<file path="config.mk">
export PLATFORM = sky130hd
export DESIGN_NAME = tab_separated_field_splitter
export DESIGN_NICKNAME = d
export VERILOG_FILES = /design/src/rtl/tsvfs_pkg.sv /design/src/rtl/tsvfs_front.sv /design/src/rtl/tsvfs_queue.sv /design/src/rtl/tsvfs_back.sv /design/src/rtl/tab_separated_field_splitter.sv
export SDC_FILE = /design/constraint.sdc
export NUM_CORES = 1
export LEC_CHECK = 0
export BUFFER_PORTS_ARGS = -buffer_cell sky130_fd_sc_hd__buf_2
export CAP_MARGIN = 25
export CORE_MARGIN = 2
export CORE_UTILIZATION = 50
export CTS_CLUSTER_DIAMETER = 30
export DETAILED_ROUTE_END_ITERATION = 12
export MAX_ROUTING_LAYER = met4
export PLACE_DENSITY = 0.78
export SYNTH_ARGS = -nofsm -noshare
export SYNTH_HDL_FRONTEND = slang
export SYNTH_SLANG_ARGS = --single-unit
</file>
<file path="constraint.sdc">
create_clock -name clk -period 8.85 [get_ports clk]
set_clock_uncertainty 0.05 [all_clocks]
set_input_delay 0.885 -clock clk [delete_from_list [all_inputs] [get_ports clk]]
set_output_delay 0.885 -clock clk [all_outputs]
set_load 0.01 [all_outputs]
</file>
<file path="src/rtl/tsvfs_pkg.sv">
// Shared constants and types of the tab-separated field splitter.
package tsvfs_pkg;

    localparam logic [7:0] CH_TAB   = 8'd9;
    localparam logic [7:0] CH_NL    = 8'd10;
    localparam logic [7:0] CH_QUOTE = 8'd34;

    localparam logic [1:0] KIND_DATA      = 2'd0;
    localparam logic [1:0] KIND_FIELD_END = 2'd1;
    localparam logic [1:0] KIND_LINE_END  = 2'd2;
    localparam logic [1:0] KIND_REJECT    = 2'd3;

    localparam int MAX_FIELDS_DEFAULT = 256;
    localparam int WIDTH_BITS_DEFAULT = 16;
    localparam int QUEUE_DEPTH        = 2;

    localparam int OUT_TDATA_W = 80;
    localparam int OUT_TUSER_W = 3;

    typedef struct packed {
        logic [1:0]  kind;
        logic [7:0]  out_byte;
        logic [7:0]  field_number;
        logic [15:0] width;
        logic        quoted;
        logic [8:0]  field_count;
        logic        is_header;
        logic [31:0] line_number;
    } result_t;

endpackage

</file>
<file path="src/rtl/tsvfs_front.sv">
// Input stage: accepts bytes and drops the repeated quotes of a quote run.
module tsvfs_front
(
    input  logic       clk,
    input  logic       rst_n,
    input  logic       in_valid,
    output logic       in_ready,
    input  logic [7:0] in_byte,
    output logic       push_valid,
    input  logic       push_ready,
    output logic [7:0] push_byte
);

    logic quote_run_reg;
    logic quote_run_next;
    logic is_quote;
    logic accept;

    assign is_quote   = (in_byte == tsvfs_pkg::CH_QUOTE);
    assign in_ready   = push_ready;
    assign accept     = in_valid && push_ready;
    assign push_valid = in_valid && !(is_quote && quote_run_reg);
    assign push_byte  = in_byte;

    always_comb
    begin
        quote_run_next = quote_run_reg;
        if (accept)
        begin
            quote_run_next = is_quote;
        end
    end

    always_ff @(posedge clk or negedge rst_n)
    begin
        if (!rst_n)
        begin
            quote_run_reg <= 1'b0;
        end
        else
        begin
            quote_run_reg <= quote_run_next;
        end
    end

endmodule

</file>
<file path="src/rtl/tsvfs_queue.sv">
// Short byte queue between the input stage and the field tracker.
module tsvfs_queue
(
    input  logic       clk,
    input  logic       rst_n,
    input  logic       wr_valid,
    output logic       wr_ready,
    input  logic [7:0] wr_data,
    output logic       rd_valid,
    input  logic       rd_ready,
    output logic [7:0] rd_data
);

    localparam int DEPTH = tsvfs_pkg::QUEUE_DEPTH;
    localparam int PTR_W = (DEPTH > 1) ? $clog2(DEPTH) : 1;
    localparam int CNT_W = $clog2(DEPTH + 1);

    logic [7:0]       entry_reg [DEPTH];
    logic [PTR_W-1:0] wr_ptr_reg;
    logic [PTR_W-1:0] wr_ptr_next;
    logic [PTR_W-1:0] rd_ptr_reg;
    logic [PTR_W-1:0] rd_ptr_next;
    logic [CNT_W-1:0] count_reg;
    logic [CNT_W-1:0] count_next;
    logic             push;
    logic             pop;

    assign wr_ready = (count_reg != CNT_W'(DEPTH));
    assign rd_valid = (count_reg != CNT_W'(0));
    assign rd_data  = entry_reg[rd_ptr_reg];
    assign push     = wr_valid && wr_ready;
    assign pop      = rd_valid && rd_ready;

    always_comb
    begin
        wr_ptr_next = wr_ptr_reg;
        rd_ptr_next = rd_ptr_reg;
        count_next  = count_reg;
        if (push)
        begin
            wr_ptr_next = (wr_ptr_reg == PTR_W'(DEPTH - 1)) ? PTR_W'(0)
                                                            : wr_ptr_reg + PTR_W'(1);
        end
        if (pop)
        begin
            rd_ptr_next = (rd_ptr_reg == PTR_W'(DEPTH - 1)) ? PTR_W'(0)
                                                            : rd_ptr_reg + PTR_W'(1);
        end
        if (push && !pop)
        begin
            count_next = count_reg + CNT_W'(1);
        end
        else if (pop && !push)
        begin
            count_next = count_reg - CNT_W'(1);
        end
    end

    always_ff @(posedge clk or negedge rst_n)
    begin
        if (!rst_n)
        begin
            wr_ptr_reg <= '0;
            rd_ptr_reg <= '0;
            count_reg  <= '0;
        end
        else
        begin
            wr_ptr_reg <= wr_ptr_next;
            rd_ptr_reg <= rd_ptr_next;
            count_reg  <= count_next;
        end
    end

    always_ff @(posedge clk)
    begin
        if (push)
        begin
            entry_reg[wr_ptr_reg] <= wr_data;
        end
    end

endmodule

</file>
<file path="src/rtl/tsvfs_back.sv">
// Field and line tracker: widths, quote flags, field counts and the output register.
module tsvfs_back
#(
    parameter int MAX_FIELDS = tsvfs_pkg::MAX_FIELDS_DEFAULT,
    parameter int WIDTH_BITS = tsvfs_pkg::WIDTH_BITS_DEFAULT
)
(
    input  logic                clk,
    input  logic                rst_n,
    input  logic                save_header,
    input  logic                in_valid,
    output logic                in_ready,
    input  logic [7:0]          in_byte,
    output logic                res_valid,
    input  logic                res_ready,
    output tsvfs_pkg::result_t  res
);

    localparam int FI_W = $clog2(MAX_FIELDS + 1);
    localparam logic [WIDTH_BITS-1:0] WIDTH_MAX = {WIDTH_BITS{1'b1}};

    logic [WIDTH_BITS-1:0] cur_width_reg;
    logic [WIDTH_BITS-1:0] cur_width_next;
    logic                  starts_quote_reg;
    logic                  starts_quote_next;
    logic                  ends_quote_reg;
    logic                  ends_quote_next;
    logic [FI_W-1:0]       field_index_reg;
    logic [FI_W-1:0]       field_index_next;
    logic [FI_W-1:0]       expected_reg;
    logic [FI_W-1:0]       expected_next;
    logic [31:0]           line_reg;
    logic [31:0]           line_next;
    logic                  halted_reg;
    logic                  halted_next;
    logic                  valid_reg;
    logic                  valid_next;
    tsvfs_pkg::result_t    res_reg;
    tsvfs_pkg::result_t    res_next;

    logic                  pop;
    logic                  work;
    logic                  is_tab;
    logic                  is_nl;
    logic                  is_quote;
    logic                  header;
    logic                  quoted;
    logic [WIDTH_BITS-1:0] stripped;
    logic                  too_many;
    logic [FI_W-1:0]       count;
    logic                  reject;
    logic [FI_W+8:0]       index_ext;
    logic [FI_W+8:0]       count_ext;
    logic [WIDTH_BITS+15:0] width_ext;

    assign in_ready  = !valid_reg || res_ready;
    assign pop       = in_valid && in_ready;
    assign work      = pop && !halted_reg;
    assign res_valid = valid_reg;
    assign res       = res_reg;

    assign is_tab   = (in_byte == tsvfs_pkg::CH_TAB);
    assign is_nl    = (in_byte == tsvfs_pkg::CH_NL);
    assign is_quote = (in_byte == tsvfs_pkg::CH_QUOTE);
    assign header   = save_header && (line_reg == 32'd0);

    assign quoted   = starts_quote_reg && ends_quote_reg
                      && (cur_width_reg >= WIDTH_BITS'(2));
    assign stripped = quoted ? cur_width_reg - WIDTH_BITS'(2) : cur_width_reg;
    assign too_many = (field_index_reg >= FI_W'(MAX_FIELDS));
    assign count    = too_many ? FI_W'(MAX_FIELDS) : field_index_reg + FI_W'(1);
    assign reject   = too_many || ((expected_reg != FI_W'(0)) && (count != expected_reg));

    assign index_ext = (FI_W + 9)'(field_index_reg);
    assign count_ext = (FI_W + 9)'(count);
    assign width_ext = (WIDTH_BITS + 16)'(stripped);

    always_comb
    begin
        cur_width_next    = cur_width_reg;
        starts_quote_next = starts_quote_reg;
        ends_quote_next   = ends_quote_reg;
        field_index_next  = field_index_reg;
        expected_next     = expected_reg;
        line_next         = line_reg;
        halted_next       = halted_reg;

        res_next              = '0;
        res_next.field_number = index_ext[7:0];
        res_next.is_header    = header;
        res_next.line_number  = line_reg;

        if (work)
        begin
            if (is_tab)
            begin
                res_next.kind   = tsvfs_pkg::KIND_FIELD_END;
                res_next.width  = width_ext[15:0];
                res_next.quoted = quoted;
                if (!too_many)
                begin
                    field_index_next = field_index_reg + FI_W'(1);
                end
                cur_width_next    = '0;
                starts_quote_next = 1'b0;
                ends_quote_next   = 1'b0;
            end
            else if (is_nl)
            begin
                res_next.field_count = count_ext[8:0];
                if (reject)
                begin
                    res_next.kind      = tsvfs_pkg::KIND_REJECT;
                    res_next.is_header = 1'b0;
                    halted_next        = 1'b1;
                end
                else
                begin
                    res_next.kind   = tsvfs_pkg::KIND_LINE_END;
                    res_next.width  = width_ext[15:0];
                    res_next.quoted = quoted;
                    if (expected_reg == FI_W'(0))
                    begin
                        expected_next = count;
                    end
                    field_index_next  = '0;
                    cur_width_next    = '0;
                    starts_quote_next = 1'b0;
                    ends_quote_next   = 1'b0;
                    if (line_reg != 32'hFFFF_FFFF)
                    begin
                        line_next = line_reg + 32'd1;
                    end
                end
            end
            else
            begin
                res_next.kind     = tsvfs_pkg::KIND_DATA;
                res_next.out_byte = in_byte;
                if (cur_width_reg == WIDTH_BITS'(0))
                begin
                    starts_quote_next = is_quote;
                end
                ends_quote_next = is_quote;
                if (cur_width_reg != WIDTH_MAX)
                begin
                    cur_width_next = cur_width_reg + WIDTH_BITS'(1);
                end
            end
        end

        if (work)
        begin
            valid_next = 1'b1;
        end
        else if (res_ready)
        begin
            valid_next = 1'b0;
        end
        else
        begin
            valid_next = valid_reg;
        end
    end

    always_ff @(posedge clk or negedge rst_n)
    begin
        if (!rst_n)
        begin
            cur_width_reg    <= '0;
            starts_quote_reg <= 1'b0;
            ends_quote_reg   <= 1'b0;
            field_index_reg  <= '0;
            expected_reg     <= '0;
            line_reg         <= '0;
            halted_reg       <= 1'b0;
            valid_reg        <= 1'b0;
        end
        else
        begin
            cur_width_reg    <= cur_width_next;
            starts_quote_reg <= starts_quote_next;
            ends_quote_reg   <= ends_quote_next;
            field_index_reg  <= field_index_next;
            expected_reg     <= expected_next;
            line_reg         <= line_next;
            halted_reg       <= halted_next;
            valid_reg        <= valid_next;
        end
    end

    always_ff @(posedge clk)
    begin
        if (work)
        begin
            res_reg <= res_next;
        end
    end

    // Once halted, the tracker stays halted until reset.
    assert property (@(posedge clk) disable iff (!rst_n) halted_reg |=> halted_reg)
        else $error("halt was released without reset");

    // The field index never runs past its saturation point.
    assert property (@(posedge clk) disable iff (!rst_n)
        field_index_reg <= FI_W'(MAX_FIELDS))
        else $error("field index beyond its limit");

    // A rejected line is always followed by the halted state.
    assert property (@(posedge clk) disable iff (!rst_n)
        (valid_reg && (res_reg.kind == tsvfs_pkg::KIND_REJECT)) |-> halted_reg)
        else $error("reject shown without halting");

    // An accepted line end leaves the expected field count known.
    assert property (@(posedge clk) disable iff (!rst_n)
        (work && is_nl && !reject) |=> (expected_reg != FI_W'(0)))
        else $error("expected field count not set after a line end");

endmodule

</file>
<file path="src/rtl/tab_separated_field_splitter.sv">
// Top level of the tab-separated field splitter: stream ports, register port and packing.
//
// The block takes one text byte per clock on the input stream, unless back-pressure on the
// result stream holds it, and gives at most one result transfer per byte: a data byte, a
// field end at a tab, a line end at a newline, or a line rejection after which every further
// byte is consumed without result until reset. Repeated quotes of a quote run are consumed
// without result. Throughput is one byte per cycle under the same condition; an input byte
// passes through the two-entry byte queue and then the output register of the field tracker,
// which also updates width, field index and line counter.
module tab_separated_field_splitter
#(
    parameter int MAX_FIELDS = tsvfs_pkg::MAX_FIELDS_DEFAULT,
    parameter int WIDTH_BITS = tsvfs_pkg::WIDTH_BITS_DEFAULT
)
(
    input  logic                              clk,
    input  logic                              rst_n,
    input  logic                              psel,
    input  logic                              penable,
    input  logic                              pwrite,
    input  logic [2:0]                        paddr,
    input  logic [31:0]                       pwdata,
    output logic [31:0]                       prdata,
    output logic                              pready,
    input  logic                              s_axis_tvalid,
    output logic                              s_axis_tready,
    // Fields from bit 0: in_byte[7:0].
    input  logic [7:0]                        s_axis_tdata,
    output logic                              m_axis_tvalid,
    input  logic                              m_axis_tready,
    // Fields from bit 0: out_byte[7:0], field_number[15:8], width[31:16], quoted[32],
    // field_count[41:33], line_number[73:42], zero fill [79:74].
    output logic [tsvfs_pkg::OUT_TDATA_W-1:0] m_axis_tdata,
    // Fields from bit 0: kind[1:0], is_header[2].
    output logic [tsvfs_pkg::OUT_TUSER_W-1:0] m_axis_tuser
);

    logic               save_header_reg;
    logic               save_header_next;
    logic               q_wr_valid;
    logic               q_wr_ready;
    logic [7:0]         q_wr_data;
    logic               q_rd_valid;
    logic               q_rd_ready;
    logic [7:0]         q_rd_data;
    tsvfs_pkg::result_t res;
    logic               reg_hit;

    assign pready  = 1'b1;
    assign reg_hit = (paddr[2] == 1'b0);
    assign prdata  = reg_hit ? {31'd0, save_header_reg} : 32'd0;

    always_comb
    begin
        save_header_next = save_header_reg;
        if (psel && penable && pwrite && reg_hit)
        begin
            save_header_next = pwdata[0];
        end
    end

    always_ff @(posedge clk or negedge rst_n)
    begin
        if (!rst_n)
        begin
            save_header_reg <= 1'b0;
        end
        else
        begin
            save_header_reg <= save_header_next;
        end
    end

    tsvfs_front u_front
    (
        .clk        (clk),
        .rst_n      (rst_n),
        .in_valid   (s_axis_tvalid),
        .in_ready   (s_axis_tready),
        .in_byte    (s_axis_tdata),
        .push_valid (q_wr_valid),
        .push_ready (q_wr_ready),
        .push_byte  (q_wr_data)
    );

    tsvfs_queue u_queue
    (
        .clk      (clk),
        .rst_n    (rst_n),
        .wr_valid (q_wr_valid),
        .wr_ready (q_wr_ready),
        .wr_data  (q_wr_data),
        .rd_valid (q_rd_valid),
        .rd_ready (q_rd_ready),
        .rd_data  (q_rd_data)
    );

    tsvfs_back
    #(
        .MAX_FIELDS (MAX_FIELDS),
        .WIDTH_BITS (WIDTH_BITS)
    )
    u_back
    (
        .clk         (clk),
        .rst_n       (rst_n),
        .save_header (save_header_reg),
        .in_valid    (q_rd_valid),
        .in_ready    (q_rd_ready),
        .in_byte     (q_rd_data),
        .res_valid   (m_axis_tvalid),
        .res_ready   (m_axis_tready),
        .res         (res)
    );

    assign m_axis_tdata = {6'd0, res.line_number, res.field_count, res.quoted,
                           res.width, res.field_number, res.out_byte};
    assign m_axis_tuser = {res.is_header, res.kind};

endmodule

</file>
==> report_table.html <==
<table>
<tr><th>Metric</th><th>Value</th></tr>
<tr><th colspan="2">Placement</th></tr>
<tr><td>DP Cell Count</td><td>977</td></tr>
<tr><td>Dpl hpwl</td><td>10.4 mm</td></tr>
<tr><td>RePlAce Congestion</td><td>0.848</td></tr>
<tr><td>Number of port buffers</td><td>96</td></tr>
<tr><td>Worst-case setup slack after placement</td><td>4420 ps</td></tr>
<tr><th colspan="2">Floorplan</th></tr>
<tr><td>Starting utilization of the core area</td><td>0.510</td></tr>
<tr><td>Die Outline Area</td><td>0.0172 mm²</td></tr>
<tr><td>Cell row count</td><td>46</td></tr>
<tr><td>Top-Level Pins</td><td>168</td></tr>
<tr><td>Die boundary width</td><td>131 µm</td></tr>
<tr><td>Core Area</td><td>0.0159 mm²</td></tr>
<tr><td>Die extent in y</td><td>131 µm</td></tr>
<tr><th colspan="2">Layout</th></tr>
<tr><td>Layout area overhead</td><td>13.8%</td></tr>
<tr><td>Diodes inserted</td><td>0</td></tr>
<tr><td>Final cell utilization of the core</td><td>0.580</td></tr>
<tr><td>Share of layout cells above drive strength 1</td><td>0.216</td></tr>
<tr><td>Net count reported at finish</td><td>841</td></tr>
<tr><td>Final Instance Count excl. Fillers</td><td>1,009</td></tr>
<tr><td>Number of flip-flops in the largest register</td><td>77</td></tr>
<tr><th colspan="2">Critical path</th></tr>
<tr><td>Depth of the worst register-to-register path</td><td>8</td></tr>
<tr><td>Critical path class</td><td>in2reg</td></tr>
<tr><td>Worst Path Max Fanout</td><td>32</td></tr>
<tr><td>Worst R2R Start</td><td>u_queue.count_reg[0]$_DFFE_PN0P_</td></tr>
<tr><td>Reg2reg setup slack</td><td>5040 ps</td></tr>
<tr><td>CP Data Arrival Time</td><td>4210 ps</td></tr>
<tr><td>FF-to-FF End</td><td>u_back.starts_quote_reg$_DFFE_PN0P_</td></tr>
<tr><td>Critical path capture point type</td><td>flop</td></tr>
<tr><td>Critical path startpoint category</td><td>input port</td></tr>
<tr><td>CP required</td><td>9110 ps</td></tr>
<tr><th colspan="2">Detailed routing</th></tr>
<tr><td>Post-Route WL</td><td>15.6 mm</td></tr>
<tr><td>Number of optimization iterations in the first detailed-route pass</td><td>5</td></tr>
<tr><td>Via-per-instance ratio</td><td>5.36</td></tr>
<tr><td>Number of nets still failing antenna checks after routing</td><td>0</td></tr>
<tr><td>DRC viols</td><td>0</td></tr>
<tr><td>Detailed router's first-iteration violation count</td><td>394</td></tr>
<tr><td>Wire length per cell after detailed routing</td><td>15.5 µm</td></tr>
<tr><td>Via count</td><td>5,413</td></tr>
<tr><th colspan="2">Yosys</th></tr>
<tr><td>Mapped Avg Cell Area</td><td>11.7 µm²</td></tr>
<tr><td>Cell types with the largest area share after synthesis</td><td>edfxtp_1, dfrtp_1, xnor2_1, buf_4, nor2_1</td></tr>
<tr><td>Complex-gate fraction of the synthesized area</td><td>0.0800</td></tr>
<tr><td>Distinct cells, synth</td><td>73</td></tr>
<tr><td>Most used flip-flop cell after synthesis</td><td>edfxtp_1</td></tr>
<tr><td>Synth warnings</td><td>0</td></tr>
<tr><td>Cell type with the largest total area after synthesis</td><td>edfxtp_1</td></tr>
<tr><td>Synthesized area</td><td>0.00810 mm²</td></tr>
<tr><td>Share of the yosys chip area belonging to registers</td><td>0.579</td></tr>
<tr><td>Xor/xnor share of the synthesized area</td><td>0.0666</td></tr>
<tr><td>Post-synthesis mux area share</td><td>0.0207</td></tr>
<tr><td>Cells after synthesis</td><td>690</td></tr>
<tr><td>Number of synthesized flops with an enable pin</td><td>93</td></tr>
<tr><td>Adder and majority gate portion of the synthesized area</td><td>0.0154</td></tr>
<tr><td>Async set-reset flop share out of synthesis</td><td>0.450</td></tr>
<tr><td>Largest family of logic cells by synthesized area</td><td>simple AND/OR/NAND/NOR gates</td></tr>
<tr><td>Share of synthesized cell area in and, or, nand and nor gates</td><td>0.175</td></tr>
<tr><td>Synthesized flop and latch total</td><td>169</td></tr>
<tr><td>Area share of the largest cell type after synthesis</td><td>0.345</td></tr>
<tr><th colspan="2">Pwr</th></tr>
<tr><td>Largest voltage drop on the vdd net</td><td>0.000160 V</td></tr>
<tr><td>Leakage dissipation</td><td>3.94 nW</td></tr>
<tr><td>Power per standard cell area</td><td>268 mW/mm²</td></tr>
<tr><th colspan="2">Clock network</th></tr>
<tr><td>Number of hold buffers added after CTS</td><td>0</td></tr>
<tr><td>Number of buffers between clock root and the deepest sink</td><td>2</td></tr>
<tr><td>H-Tree Depth</td><td>4</td></tr>
<tr><td>Number of setup buffers added after CTS</td><td>0</td></tr>
<tr><td>Clk sinks</td><td>169</td></tr>
<tr><td>TritonCTS clock tree</td><td>done</td></tr>
<tr><td>Clock latency of the later-clocked register in the worst-skew pair</td><td>430 ps</td></tr>
<tr><td>Number of gates given a new drive strength after cts</td><td>0</td></tr>
<tr><td>Total CTS buffers</td><td>17</td></tr>
<tr><td>Clock edge transition at the registers on the reported setup and hold paths</td><td>60 ps</td></tr>
<tr><td>Clock Root Buffer</td><td>clkbuf_16</td></tr>
<tr><th colspan="2">Global route</th></tr>
<tr><td>Global-route congestion overflow total</td><td>0</td></tr>
<tr><td>Vias in the first global route</td><td>5,029</td></tr>
<tr><td>GRT Resource Usage Total</td><td>0.191</td></tr>
<tr><td>Global-route wire length before repair</td><td>25.5 mm</td></tr>
<tr><td>Pin count of the biggest net entering global routing</td><td>77</td></tr>
<tr><td>Initial antenna violation count</td><td>0</td></tr>
<tr><th colspan="2">STA</th></tr>
<tr><td>Headroom to the max-slew limit</td><td>0.332</td></tr>
<tr><td>Setup repair after global routing missed its margin</td><td>false</td></tr>
<tr><td>Final cycle utilization of the critical path</td><td>0.445</td></tr>
<tr><td>Final count of negative-setup-slack endpoints</td><td>0</td></tr>
<tr><td>Fmax</td><td>254 MHz</td></tr>
<tr><td>Final worst path period need</td><td>3940 ps</td></tr>
<tr><td>Post-Route Hold Slack</td><td>280 ps</td></tr>
<tr><td>Final Max Tran Viols</td><td>0</td></tr>
<tr><td>Final TNS setup</td><td>0 ps</td></tr>
<tr><td>Final hold viol count</td><td>0</td></tr>
<tr><td>Worst-case setup margin in the final layout</td><td>4910 ps</td></tr>
<tr><td>Transition at the pin with the smallest max-transition slack</td><td>998 ps</td></tr>
<tr><th colspan="2">Worst hold path</th></tr>
<tr><td>Worst hold path class</td><td>in2async</td></tr>
<tr><th colspan="2">Job</th></tr>
<tr><td>Max cap viols</td><td>0</td></tr>
<tr><th colspan="2">Status</th></tr>
<tr><td>Outcome</td><td>finished clean</td></tr>
</table>
[cell usage in the layout (no fill, tap or decap), types with 4 or more instances in the layout]
master | Yosys | final
nand3_1 | 29 | 29
edfxtp_1 | 93 | 93
and3_1 | 15 | 15
a31oi_1 | 8 | 8
nand2_1 | 50 | 50
ha_1 | 10 | 10
clkbuf_16 | 0 | 18
nor4_1 | 11 | 11
nor2_1 | 66 | 66
o21bai_1 | 6 | 6
o31ai_1 | 7 | 7
nand4_2 | 10 | 10
dfrtp_1 | 76 | 76
buf_2 | 7 | 95
and4_1 | 6 | 6
nor2b_1 | 4 | 4
conb_1 | 2 | 38
mux2_2 | 9 | 9
nor3_1 | 18 | 18
a21o_1 | 6 | 6
buf_4 | 38 | 4
a21oi_1 | 13 | 13
nand2b_1 | 4 | 4
o21ai_0 | 34 | 34
o22ai_1 | 4 | 4
xor2_1 | 18 | 18
nand4_1 | 13 | 13
xnor2_1 | 41 | 41
clkinv_4 | 0 | 4
inv_1 | 15 | 14
[worst max-delay path, stage by stage]
cell	delay, ps
buf_2	90
nand2b_1	140
o21ai_1	230
or2_0	520
clkinv_2	570
nand2_1	370
o22ai_1	150
nor2_1	780
nor2_1	150
mux2_2	310
[cell type report]
cell class / count / area [µm²]
Clock inverter: 10 / 141
Tap cell: 216 / 270
Clock buffer: 21 / 482
Inverter: 15 / 57.6
Fill cell: 1352 / 6670
Sequential cell: 169 / 4690
Multi-Input combinational cell: 478 / 3040
Timing Repair Buffer: 100 / 533
[worst max path at each step]
stage,slack [ps],from,to,cells after the start
after floorplan,4500,m_axis_tready,u_back.starts_quote_reg$_DFFE_PN0P_,10
after global placement,4460,m_axis_tready,u_back.starts_quote_reg$_DFFE_PN0P_,10
after detailed placement,4420,m_axis_tready,u_back.starts_quote_reg$_DFFE_PN0P_,10
after CTS,4860,m_axis_tready,u_back.starts_quote_reg$_DFFE_PN0P_,10
after global routing,4520,m_axis_tready,u_back.starts_quote_reg$_DFFE_PN0P_,10
final,4910,m_axis_tready,u_back.starts_quote_reg$_DFFE_PN0P_,10
[kinds of logic (layout without fill, tap and decap cells)]
| group | count (synthesis) | count (layout) |
|---|---|---|
| fa+ha+maj | 10 | 10 |
| mux | 14 | 14 |
| xor+xnor | 60 | 60 |
| compound gates | 97 | 97 |
| buf+inv | 79 | 146 |
| flops | 169 | 169 |
| simple gates | 259 | 259 |
| other cells | 2 | 38 |
[per-stage QoR]
stage,total power (W),area [µm²]
2_1_floorplan,0.00152,8240
3_3_place_gp,0.00171,8570
3_5_place_dp,0.00172,8570
4_1_cts,0.00250,9190
5_1_grt,0.00261,9220
6_report,0.00247,9220
[synth_stat cells (10+ instances only)]
cell type	count
nand4_1	13
nor2_1	66
edfxtp_1	93
ha_1	10
nand3_1	29
xnor2_1	41
a21oi_1	13
clkbuf_1	12
dfrtp_1	76
nand4_2	10
and3_1	15
buf_4	38
nand2_1	50
o21ai_0	34
xor2_1	18
nor3_1	18
inv_1	15
nor4_1	11
[routing by layer]
layer,routed length [µm],part of all wire,track usage
met1,6940,0.44,0.241
met2,7630,0.49,0.308
met3,834,0.053,0.0529
met4,239,0.015,0.0513
met5,0,0,-
[report_power, final]
group          internal (W)  switching [W]
registers           0.00107      0.0000993
logic              0.000187       0.000343
clock network      0.000474       0.000297
No activity file was read; power rests on OpenSTA's default activity.
